==> src/rtl/fph_fifo.sv <==
`timescale 1ns / 1ps

module fph_fifo #(
  parameter int unsigned WIDTH = 8,
  parameter int unsigned DEPTH = 2
) (
  input  logic             clk_i,
  input  logic             rst_ni,
  input  logic             push_i,
  input  logic [WIDTH-1:0] data_i,
  output logic             full_o,
  input  logic             pop_i,
  output logic [WIDTH-1:0] data_o,
  output logic             empty_o
);

  localparam int unsigned PTR_W = (DEPTH > 1) ? $clog2(DEPTH) : 1;
  localparam int unsigned CNT_W = $clog2(DEPTH + 1);

  logic [WIDTH-1:0] mem_q [DEPTH];
  logic [PTR_W-1:0] wr_ptr_q, wr_ptr_d;
  logic [PTR_W-1:0] rd_ptr_q, rd_ptr_d;
  logic [CNT_W-1:0] cnt_q, cnt_d;
  logic             do_push, do_pop;

  assign full_o  = (cnt_q == CNT_W'(DEPTH));
  assign empty_o = (cnt_q == '0);
  assign do_push = push_i && !full_o;
  assign do_pop  = pop_i && !empty_o;
  assign data_o  = mem_q[rd_ptr_q];

  always_comb begin
    wr_ptr_d = wr_ptr_q;
    rd_ptr_d = rd_ptr_q;
    cnt_d    = cnt_q;
    if (do_push) begin
      wr_ptr_d = (wr_ptr_q == PTR_W'(DEPTH - 1)) ? '0 : wr_ptr_q + 1'b1;
    end
    if (do_pop) begin
      rd_ptr_d = (rd_ptr_q == PTR_W'(DEPTH - 1)) ? '0 : rd_ptr_q + 1'b1;
    end
    if (do_push && !do_pop) begin
      cnt_d = cnt_q + 1'b1;
    end else if (do_pop && !do_push) begin
      cnt_d = cnt_q - 1'b1;
    end
  end

  always_ff @(posedge clk_i or negedge rst_ni) begin
    if (!rst_ni) begin
      wr_ptr_q <= '0;
      rd_ptr_q <= '0;
      cnt_q    <= '0;
    end else begin
      wr_ptr_q <= wr_ptr_d;
      rd_ptr_q <= rd_ptr_d;
      cnt_q    <= cnt_d;
    end
  end

  always_ff @(posedge clk_i) begin
    if (do_push) begin
      mem_q[wr_ptr_q] <= data_i;
    end
  end

endmodule

==> config.mk <==
export PLATFORM = sky130hd
export DESIGN_NAME = fph_fifo
export DESIGN_NICKNAME = d
export VERILOG_FILES = /design/src/rtl/fph_fifo.sv
export SDC_FILE = /design/constraint.sdc
export NUM_CORES = 1
export LEC_CHECK = 0
export BUFFER_PORTS_ARGS = -buffer_cell sky130_fd_sc_hd__buf_2
export CORE_ASPECT_RATIO = 1.25
export CORE_UTILIZATION = 48
export DETAILED_ROUTE_END_ITERATION = 8
export PLACE_DENSITY = 0.74
export SLEW_MARGIN = 20
export SYNTH_ARGS = -nofsm -noshare
export SYNTH_HDL_FRONTEND = slang
export SYNTH_SLANG_ARGS = --single-unit
==> constraint.sdc <==
create_clock -name clk_i -period 1.6 [get_ports clk_i]
set_input_delay 0.08 -clock clk_i [delete_from_list [all_inputs] [get_ports clk_i]]
set_output_delay 0.08 -clock clk_i [all_outputs]
set_load 0.05 [all_outputs]
==> out/metrics.csv <==
stage;metric;value;unit
run;number of max-cap violations;0;
drt;wire per inst;12.4;um
finish;final net count;93;
critical_path;Critical Path Most Common Cell;xor2_1;
run_status;outcome;complete, no violations;
critical_path;Crit path required time;1.82;ns
finish;Layout Area Growth over Synthesis;32.6;%
placed_design;pre-CTS setup slack;0.128;ns
placed_design;PortBufs;21;
min_path;min-delay worst type;in2reg;
drt;post-route ant nets;0;
yosys;register area share after synthesis;0.742;
finish;n_diodes;0;
timing;RSZ-0062 raised after global routing;no;
drt;Via Count;471;
power;pwr dens;1930;nW/um2
drt;TritonRoute pass-1 iters;4;
drt;drt initial violations;10;
placed_design;DP HPWL;875;um
global_routing;first-pass GRT wire length;1.81;mm
yosys;YS warnings;0;
global_routing;largest net degree at the start of global routing;12;
die;Core ar.;1450;um2
critical_path;Worst EP arrival;1.71;ns
timing;final hold vios;0;
power;Gate power share;0.464;
timing;worst-margin pin slew;0.376;ns
cts;Worst-path clk slew;0.10;ns
drt;vias per cell;4.91;
die;die area;1800;um2
power;switching portion of total power;0.438;
timing;worst hold slack;0.0843;ns
die;Initial Util;0.541;
yosys;post-synthesis sequential element count;20;
yosys;Mapped Nets;57;
global_routing;total gr overflow;0;
power;P_int;1.13;mW
power;worst ir drop on vdd;1.21;mV
critical_path;critical path class;reg2reg;
power;leak pwr;0.436;nW
global_routing;Overall Global Routing Usage;0.154;
die;DIE HEIGHT;47.1;um
cts;clock sink total;20;
die;I/O pin count;22;
power;Sequential Power Share;0.423;
critical_path;Worst setup EP type;flip-flop;
yosys;Mean Syn Cell Area;17.8;um2
timing;Max-Slew Margin vs Limit;0.749;
die;row count;15;
global_routing;initial antenna violation count;0;
die;Die W;38.1;um
cts;clock buffer depth;2;
yosys;Mapped Area;782;um2
timing;period utilization;0.934;
timing;final setup TNS;0;ns
cts;worst-skew pair later-pin latency;0.29;ns
timing;upper clock frequency limit;669;MHz
timing;skew final;0.00965;ns
drt;Detailed Route WL;1.19;mm
finish;design area;1040;um2
critical_path;Worst path max stage delay;0.45;ns
cts;CTS tree;done;
global_routing;number of global-route vias before repair;433;
finish;share of layout cells above drive strength 1;0.405;
placed_design;area post-placement;918;um2
timing;max-slew violation count;0;
timing;fin crit period;1.50;ns
timing;Finish-stage setup viols;0;
critical_path;Worst setup SP type;flip-flop;
drt;DRC;0;
yosys;Yosys cell types;15;
critical_path;Critical-path top delay cell;dfrtp_2;
cts;CTS HTree Levels;1;
power;Net Switching;0.878;mW
cts;CTS Root Cell;clkbuf_4;
placed_design;RD Place Congestion;0.697;
timing;fin worst setup slack;0.105;ns
cts;cts bufs inserted;3;
yosys;Mapped Cells;44;
power;clock share of power;0.113;
critical_path;CP max FO;5;
critical_path;crit-path cells;nand2b_1, nand2_2, inv_1, ha_1, xor2_1, nor2_1, xor2_1;
[metal layers]
metal  wire [um]  track usage  up-vias
li1            -            -      230
met1         477        0.170      223
met2         638        0.278       15
met3          54       0.0427        3
met4          16       0.0643        0
met5           0            0        -
[power groups by stage]
stage / logic [mW] / clock network [mW] / registers [mW]
after floorplan: 0.770 / 0 / 0.793
after global placement: 0.906 / 0 / 0.848
after detailed placement: 0.916 / 0 / 0.860
after CTS: 0.939 / 0.231 / 0.848
after global routing: 0.985 / 0.250 / 0.870
final: 0.930 / 0.226 / 0.849
[sequential cells by signal (all words and copies together), names as in the netlist]
| name | count |
|---|---|
| wr_ptr_q | 1 |
| rd_ptr_q | 1 |
| cnt_q | 2 |
| mem_q | 16 |
[worst max-delay path: cells and delay by family (launching register included)]
family | cells | cell delay, ns
buf+inv | 1 | 0.05
xor+xnor | 2 | 0.30
fa+ha+maj | 1 | 0.18
flops | 1 | 0.45
simple gates | 3 | 0.43
[path summary, 6_finish.rpt]
check,slack (ns),to,from,depth (start not counted)
max in group asynchronous,1.35,rd_ptr_q$_DFFE_PN0P_,rst_ni,2
setup reg to reg,0.10,cnt_q[1]$_DFFE_PN0P_,cnt_q[0]$_DFFE_PN0P_,7
hold / removal,0.08,wr_ptr_q$_DFFE_PN0N_,push_i,3
setup / recovery,0.10,cnt_q[1]$_DFFE_PN0P_,cnt_q[0]$_DFFE_PN0P_,7
hold reg to reg,0.53,cnt_q[1]$_DFFE_PN0P_,cnt_q[1]$_DFFE_PN0P_,1
min in group asynchronous,0.11,cnt_q[0]$_DFFE_PN0P_,rst_ni,2
[stage by stage]
stage / cells / util / power (mW)
3_5_place_dp: 83 / 0.635 / 1.78
3_3_place_gp: 83 / 0.635 / 1.75
2_1_floorplan: 44 / - / 1.56
6_report: 96 / 0.718 / 2.01
5_1_grt: 96 / 0.718 / 2.11
4_1_cts: 96 / 0.716 / 2.02
[layout by cell type (no fill, tap or decap), types with 2 or more instances in the layout]
cell type / Yosys / layout
buf_2: 1 / 21
buf_4: 0 / 2
clkbuf_4: 0 / 3
dfrtp_1: 4 / 2
dfrtp_2: 0 / 2
dlygate4sd3_1: 0 / 9
edfxtp_1: 16 / 16
inv_1: 2 / 2
mux2_1: 6 / 6
mux2_2: 2 / 2
nor2_1: 3 / 3
xnor2_1: 2 / 2
xor2_1: 2 / 2
[cells in the mapped netlist]
master,count,area (um2)
xnor2_2,1,16.3
o21ai_1,1,5.00
ha_1,1,12.5
nand2b_1,1,6.26
nand2_2,1,6.26
xnor2_1,2,17.5
buf_2,1,5.00
mux2_1,6,67.6
dfrtp_1,4,100
edfxtp_1,16,480
nor2_1,3,11.3
and3_1,1,6.26
xor2_1,2,17.5
mux2_2,2,22.5
inv_1,2,7.51
[cells by family (layout without fill, tap and decap cells)]
| family | Yosys count | in the layout | share of synthesized area |
|---|---|---|---|
| compound gates | 1 | 1 | 0.00639 |
| xor+xnor | 5 | 5 | 0.0656 |
| fa+ha+maj | 1 | 1 | 0.0160 |
| buf+inv | 3 | 38 | 0.0160 |
| flops | 20 | 20 | 0.742 |
| mux | 8 | 8 | 0.115 |
| simple gates | 6 | 6 | 0.0384 |
[repair_timing]
action,in CTS,in global routing
resized for setup,0,2
buffers inserted,0,0
hold endpoints to repair,20,0
setup endpoints to repair,0,5
hold buffers,9,0
[final cells by class]
| type | instances | area, um2 |
|---|---|---|
| flip-flops and latches | 20 | 583 |
| fillers | 103 | 408 |
| repair buffers | 32 | 210 |
| multi-input cells | 21 | 189 |
| clock buffers | 3 | 22.5 |
| well taps | 17 | 21.3 |
| inverters | 2 | 7.51 |
| clock inverters | 1 | 3.75 |
Note: power is estimated with default switching activity, not from simulation.
