[src/rtl/fph_pkg.sv]
`timescale 1ns / 1ps

package fph_pkg;

  localparam int unsigned KEY_W   = 32;
  localparam int unsigned VAL_W   = 32;
  localparam int unsigned LIMIT_W = 10;

  localparam logic [LIMIT_W-1:0] FILL_LIMIT_RST = 10'd512;

  localparam logic MODE_LOOKUP = 1'b0;
  localparam logic MODE_INSERT = 1'b1;

  // 64-bit FNV offset basis. The prime is 2^40 + 435 and is applied by shifts and adds.
  localparam logic [63:0] FNV_BASIS = 64'hcbf2_9ce4_8422_2325;

  typedef enum logic [1:0] {
    OC_LOOKUP   = 2'd0,
    OC_INSERTED = 2'd1,
    OC_REPLACED = 2'd2,
    OC_REFUSED  = 2'd3
  } outcome_e;

  typedef enum logic [1:0] {
    BK_CLEAR,
    BK_IDLE,
    BK_PROBE
  } back_state_e;

  typedef struct packed {
    logic             mode;
    logic [KEY_W-1:0] key;
    logic [VAL_W-1:0] value;
  } job_t;

  typedef struct packed {
    logic             hit;
    logic [VAL_W-1:0] read_value;
    outcome_e         outcome;
  } result_t;

  typedef struct packed {
    logic             used;
    logic [KEY_W-1:0] key;
    logic [VAL_W-1:0] data;
  } slot_t;

  // One FNV-1a round: xor in a byte, then multiply by 2^40 + 435 modulo 2^64.
  function automatic logic [63:0] fnv_step(logic [63:0] h, logic [7:0] b);
    logic [63:0] x;
    x = h ^ {56'd0, b};
    return x + (x << 1) + (x << 4) + (x << 5) + (x << 7) + (x << 8) + (x << 40);
  endfunction

endpackage

[src/rtl/fph_front.sv]
`timescale 1ns / 1ps

module fph_front #(
  parameter int unsigned SLOTS = 1024
) (
  input  logic                     clk_i,
  input  logic                     rst_ni,
  input  logic                     accept_i,
  input  fph_pkg::job_t            job_i,
  output logic                     ready_o,
  output logic                     push_o,
  output fph_pkg::job_t            job_o,
  output logic [$clog2(SLOTS)-1:0] home_o,
  input  logic                     q_full_i
);

  localparam int unsigned IDX_W     = $clog2(SLOTS);
  localparam bit          IS_POW2   = ((SLOTS & (SLOTS - 1)) == 0);
  localparam logic [3:0]  HASH_LAST = 4'd3;
  localparam logic [3:0]  LAST      = IS_POW2 ? 4'd3 : 4'd11;
  localparam logic [IDX_W:0] MODULUS = (IDX_W + 1)'(SLOTS);

  logic              busy_q, busy_d;
  logic [3:0]        cnt_q, cnt_d;
  logic [63:0]       h_q, h_d;
  logic [23:0]       k_q, k_d;
  logic [IDX_W-1:0]  r_q, r_d;
  fph_pkg::job_t     job_q, job_d;
  logic              done;

  // Folds eight more hash bits, most significant first, into a remainder below SLOTS.
  function automatic logic [IDX_W-1:0] mod_byte(logic [IDX_W-1:0] r, logic [7:0] b);
    logic [IDX_W:0] t;
    t = {1'b0, r};
    for (int i = 7; i >= 0; i--) begin
      t = {t[IDX_W-1:0], b[i]};
      if (t >= MODULUS) begin
        t = t - MODULUS;
      end
    end
    return t[IDX_W-1:0];
  endfunction

  assign done    = busy_q && (cnt_q == LAST);
  assign push_o  = done && !q_full_i;
  assign ready_o = !busy_q || push_o;
  assign job_o   = job_q;
  assign home_o  = IS_POW2 ? h_q[IDX_W-1:0] : r_q;

  always_comb begin
    busy_d = busy_q;
    cnt_d  = cnt_q;
    h_d    = h_q;
    k_d    = k_q;
    r_d    = r_q;
    job_d  = job_q;
    priority if (accept_i) begin
      busy_d = 1'b1;
      cnt_d  = '0;
      h_d    = fph_pkg::fnv_step(fph_pkg::FNV_BASIS, job_i.key[7:0]);
      k_d    = job_i.key[31:8];
      r_d    = '0;
      job_d  = job_i;
    end else if (push_o) begin
      busy_d = 1'b0;
    end else if (busy_q && (cnt_q < HASH_LAST)) begin
      h_d   = fph_pkg::fnv_step(h_q, k_q[7:0]);
      k_d   = k_q >> 8;
      cnt_d = cnt_q + 1'b1;
    end else if (busy_q && (cnt_q < LAST)) begin
      r_d   = mod_byte(r_q, h_q[63:56]);
      h_d   = h_q << 8;
      cnt_d = cnt_q + 1'b1;
    end
  end

  always_ff @(posedge clk_i or negedge rst_ni) begin
    if (!rst_ni) begin
      busy_q <= 1'b0;
      cnt_q  <= '0;
    end else begin
      busy_q <= busy_d;
      cnt_q  <= cnt_d;
    end
  end

  always_ff @(posedge clk_i) begin
    h_q   <= h_d;
    k_q   <= k_d;
    r_q   <= r_d;
    job_q <= job_d;
  end

endmodule

[config.mk]
export PLATFORM = sky130hd
export DESIGN_NAME = fph_front
export DESIGN_NICKNAME = d
export VERILOG_FILES = /design/src/rtl/fph_pkg.sv /design/src/rtl/fph_front.sv
export SDC_FILE = /design/constraint.sdc
export NUM_CORES = 1
export LEC_CHECK = 0
export BUFFER_PORTS_ARGS = -buffer_cell sky130_fd_sc_hd__buf_2
export CORE_MARGIN = 1
export CORE_UTILIZATION = 50
export CTS_BUF_LIST = sky130_fd_sc_hd__clkbuf_16
export DETAILED_ROUTE_END_ITERATION = 8
export HOLD_SLACK_MARGIN = 0.12
export PLACE_DENSITY = 0.84
export SKIP_LAST_GASP = 1
export SLEW_MARGIN = 20
export SYNTH_ARGS = -nofsm -noshare
export SYNTH_HDL_FRONTEND = slang
export SYNTH_SLANG_ARGS = --single-unit
[constraint.sdc]
create_clock -name clk_i -period 4.97 [get_ports clk_i]
set_clock_uncertainty 0.15 [all_clocks]
set_input_delay 0.2485 -clock clk_i [delete_from_list [all_inputs] [get_ports clk_i]]
set_output_delay 0.2485 -clock clk_i [all_outputs]
set_load 0.005 [all_outputs]
==> results.tsv <==
stage	metric	value	unit
outcome	status	complete, no violations	
die	die_height	102	um
place	pre_cts_slack	0.691	ns
grt	grt_max_degree	76	
logic_synthesis	synth.yosys.seq_area_share	61.7	%
place	dpl_cell_area	0.00587	mm2
detailed_routing	route.detailed.drc	0	
timing	worstMarginPinSlew	0.876	ns
timing	layout_min_cycle_time	4.27	ns
detailed_routing	route.met2.wl	6290	um
final_layout	nets	660	
die	initial_core_util	51.6	%
worst_setup_path	crit_type	reg -> reg	
grt	grt_overflow_total	0	
grt	grt_pass1_vias	3438	
die	die-width	102	um
power	p_leak	0.00310	uW
detailed_routing	wl_per_cell	17.0	um
clock_tree	cts_made_buffers	9	
logic_synthesis	syn_area	0.00502	mm2
logic_synthesis	synth.avg_cell_area	16.2	um2
timing	rsz0062_at_grt	false	
run	drv_cap	0	
power	clkPwrFrac	14.1	%
die	std_cell_rows	36	
die	die_area	0.0104	mm2
clock_tree	clock_latency	0.35	ns
final_layout	syn_to_final_growth	36.9	%
final_layout	fillCellCount	644	
logic_synthesis	synthCells	310	
place	gp_congestion	0.844	
timing	finalSetupTns	0	ns
power	finalPower	5180	uW
worst_setup_path	critPathMaxFanout	5	
clock_tree	root_buffer	clkbuf_16	
grt	grt_usage	23.5	%
hold_path	hold_path.class	reg -> reg	
timing	relSlewSlack	41.6	%
worst_setup_path	cpPeakStageDelay	0.47	ns
detailed_routing	top_layer	met4	
place	hpwl	6940	um
clock_tree	ctsResizeCount	0	
final_layout	fin_cells	668	
detailed_routing	dr_wl_met3	460	um
timing	fmax	234	MHz
detailed_routing	totalWireLength	11400	um
die	core	0.00973	mm2
logic_synthesis	synthDistinctLibCells	31	
logic_synthesis	ys.warnings.count	0	
worst_setup_path	worst-path-buf-inv	2	
timing	hold_viol_final	0	
power	switching_share	40.3	%
final_layout	final_area	0.00687	mm2
detailed_routing	vias	3233	
detailed_routing	vias_per_cell	4.84	
worst_setup_path	cp_slowest_cell	xnor2_1	
power	seqPwrFrac	24.5	%
worst_setup_path	cp_cell_sequence	xnor2_1 > nor2_2 > nand2b_1 > ha_1 > fa_1 > ha_1 > ha_1 > ha_1 > inv_1 > fa_1 > inv_1 > a21o_1 > a21oi_1 > xnor2_2 > xnor2_1 > o21ai_1	
worst_setup_path	start_kind	flop	
clock_tree	cts_hold_buffers	68	
clock_tree	cts_buffer_depth	2	
clock_tree	h-tree-depth	3	
worst_setup_path	critPathArrivalTime	4.19	ns
power	combPwrFrac	61.4	%
place	port_buffers	145	
grt	grt_pass1_wl	17500	um
place	dp.cells	584	
worst_setup_path	path_common_cell	ha_1	
power	p_sw	2090	uW
clock_tree	post-cts-setup-buffer-count	0	
logic_synthesis	syn-num-nets	440	
power	ir_worst_vdd	0.576	mV
clock_tree	clk_pin_slew	0.08	ns
power	p_int	3090	uW
final_layout	drive_gt1_share	32.0	%
detailed_routing	wl_met1	4140	um
timing	setup_viol	0	
power	p_per_area	754	mW/mm2
timing	fin_ws	0.699	ns
clock_tree	cts.sinks	104	
detailed_routing	drtAntennaViolNets	0	
grt	antenna_found_initial	0	
detailed_routing	dr.pass1.iters	4	
timing	report.final.slew_viol_count	0	
worst_setup_path	cpLargestDelayFamily	adder cells	
die	ios	146	
logic_synthesis	ys_seq_elements	104	
timing	period_share	85.9	%
detailed_routing	drt-initial-drc-count	100	
clock_tree	cts_tree	done	
worst_setup_path	end_kind	flop	
final_layout	diodes	0	
worst_setup_path	cp.required	4.89	ns
==> placed cells by master (no fill, tap or decap), drive strengths merged, types with 8 or more instances in the layout <==
| cell type | instances |
|---|---|
| clkbuf | 9 |
| mux2 | 20 |
| ha | 43 |
| buf | 146 |
| dlygate4sd3 | 68 |
| and2 | 8 |
| nor2 | 8 |
| a21oi | 8 |
| xnor2 | 20 |
| inv | 36 |
| edfxtp | 99 |
| fa | 18 |
| xor2 | 14 |
==> cells by family after synthesis <==
family | count (synthesis) | synth area share, %
flip-flops | 104 | 61.7
adder cells (fa/ha/maj) | 61 | 17.9
buffers and inverters | 40 | 3.59
XOR/XNOR | 34 | 6.38
AND/OR/NAND/NOR | 31 | 3.44
multiplexers | 22 | 4.89
AO/OA/AOI/OAI | 18 | 2.04
==> worst register-to-register path, cell delays in order, from the launching register on <==
cell and delay [ns]:
edfxtp_1 0.42, xnor2_1 0.47, nor2_2 0.07, nand2b_1 0.21
ha_1 0.31, fa_1 0.47, ha_1 0.31, ha_1 0.30
ha_1 0.21, inv_1 0.07, fa_1 0.21, inv_1 0.05
a21o_1 0.17, a21oi_1 0.24, xnor2_2 0.15, xnor2_1 0.13
o21ai_1 0.07
==> sequential cells by signal, summed over array words and instances (netlist names) <==
| register | cells |
|---|---|
| cnt_q | 4 |
| busy_q | 1 |
| job_o | 65 |
| h_q | 10 |
| k_q | 24 |
==> metal layers <==
metal	track usage, %	up-vias
met4	12.0	0
met2	43.7	103
met1	24.5	1579
met3	5.68	28
met5	0	-
li1	-	1523
==> power groups by stage <==
stage                     registers [uW]  logic, uW  clock network, uW
after floorplan                     1280       2410                  0
after global placement              1280       2970                  0
after detailed placement            1290       3130                  0
after CTS                           1270       3200                734
after global routing                1290       3650                774
final                               1270       3180                729
==> synth_stat cells <==
cell	n	share of area [%]
nor2_2	1	0.12
nand2_2	1	0.12
or3b_1	1	0.17
buf_8	2	0.60
and2_1	8	1.0
mux2i_1	2	0.40
ha_1	43	11
buf_6	1	0.22
or2_1	2	0.25
a21oi_1	8	0.80
xor2_2	2	0.65
xor2_1	12	2.1
nand2_1	4	0.30
nand2b_1	3	0.37
dfrtp_1	5	2.5
nor3b_1	1	0.15
xnor2_2	1	0.32
a21o_1	5	0.75
mux2_1	19	4.3
inv_2	1	0.075
xnor2_1	19	3.3
fa_1	18	7.2
inv_1	34	2.5
nor2_1	7	0.52
clkbuf_1	2	0.15
nor2b_1	2	0.25
o21ai_0	1	0.10
edfxtp_1	99	59
mux2_2	1	0.22
nor2b_2	1	0.17
o21ai_1	4	0.40
==> path summary, 6_finish.rpt <==
check	from	to	slack, ns	cells after the start
max in group asynchronous	rst_ni	cnt_q[2]	3.82	3
hold reg to reg	busy_q	busy_q	0.37	2
setup reg to reg	h_q[1]	h_q[9]	0.70	16
hold / removal	busy_q	busy_q	0.37	2
setup / recovery	h_q[1]	h_q[9]	0.70	16
min in group asynchronous	rst_ni	cnt_q[3]	0.66	3
==> final cells by class <==
class	count	area [um2]	share of cell area, %
tap	133	166	2.42
sequential	104	3100	45.1
multi-input combinational	166	1740	25.3
clock buffer	9	225	3.28
clock inverter	7	90.1	1.31
timing repair buffer	214	1420	20.6
inverter	35	131	1.91
==> metrics by stage <==
step                      hold WS (ns)  util [%]
after floorplan                 -0.197         -
after global placement         -0.0860      60.3
after detailed placement       -0.0841      60.3
after CTS                        0.356      70.6
after global routing             0.388      70.6
final                            0.371      70.6
(Power assumes the default switching activity.)
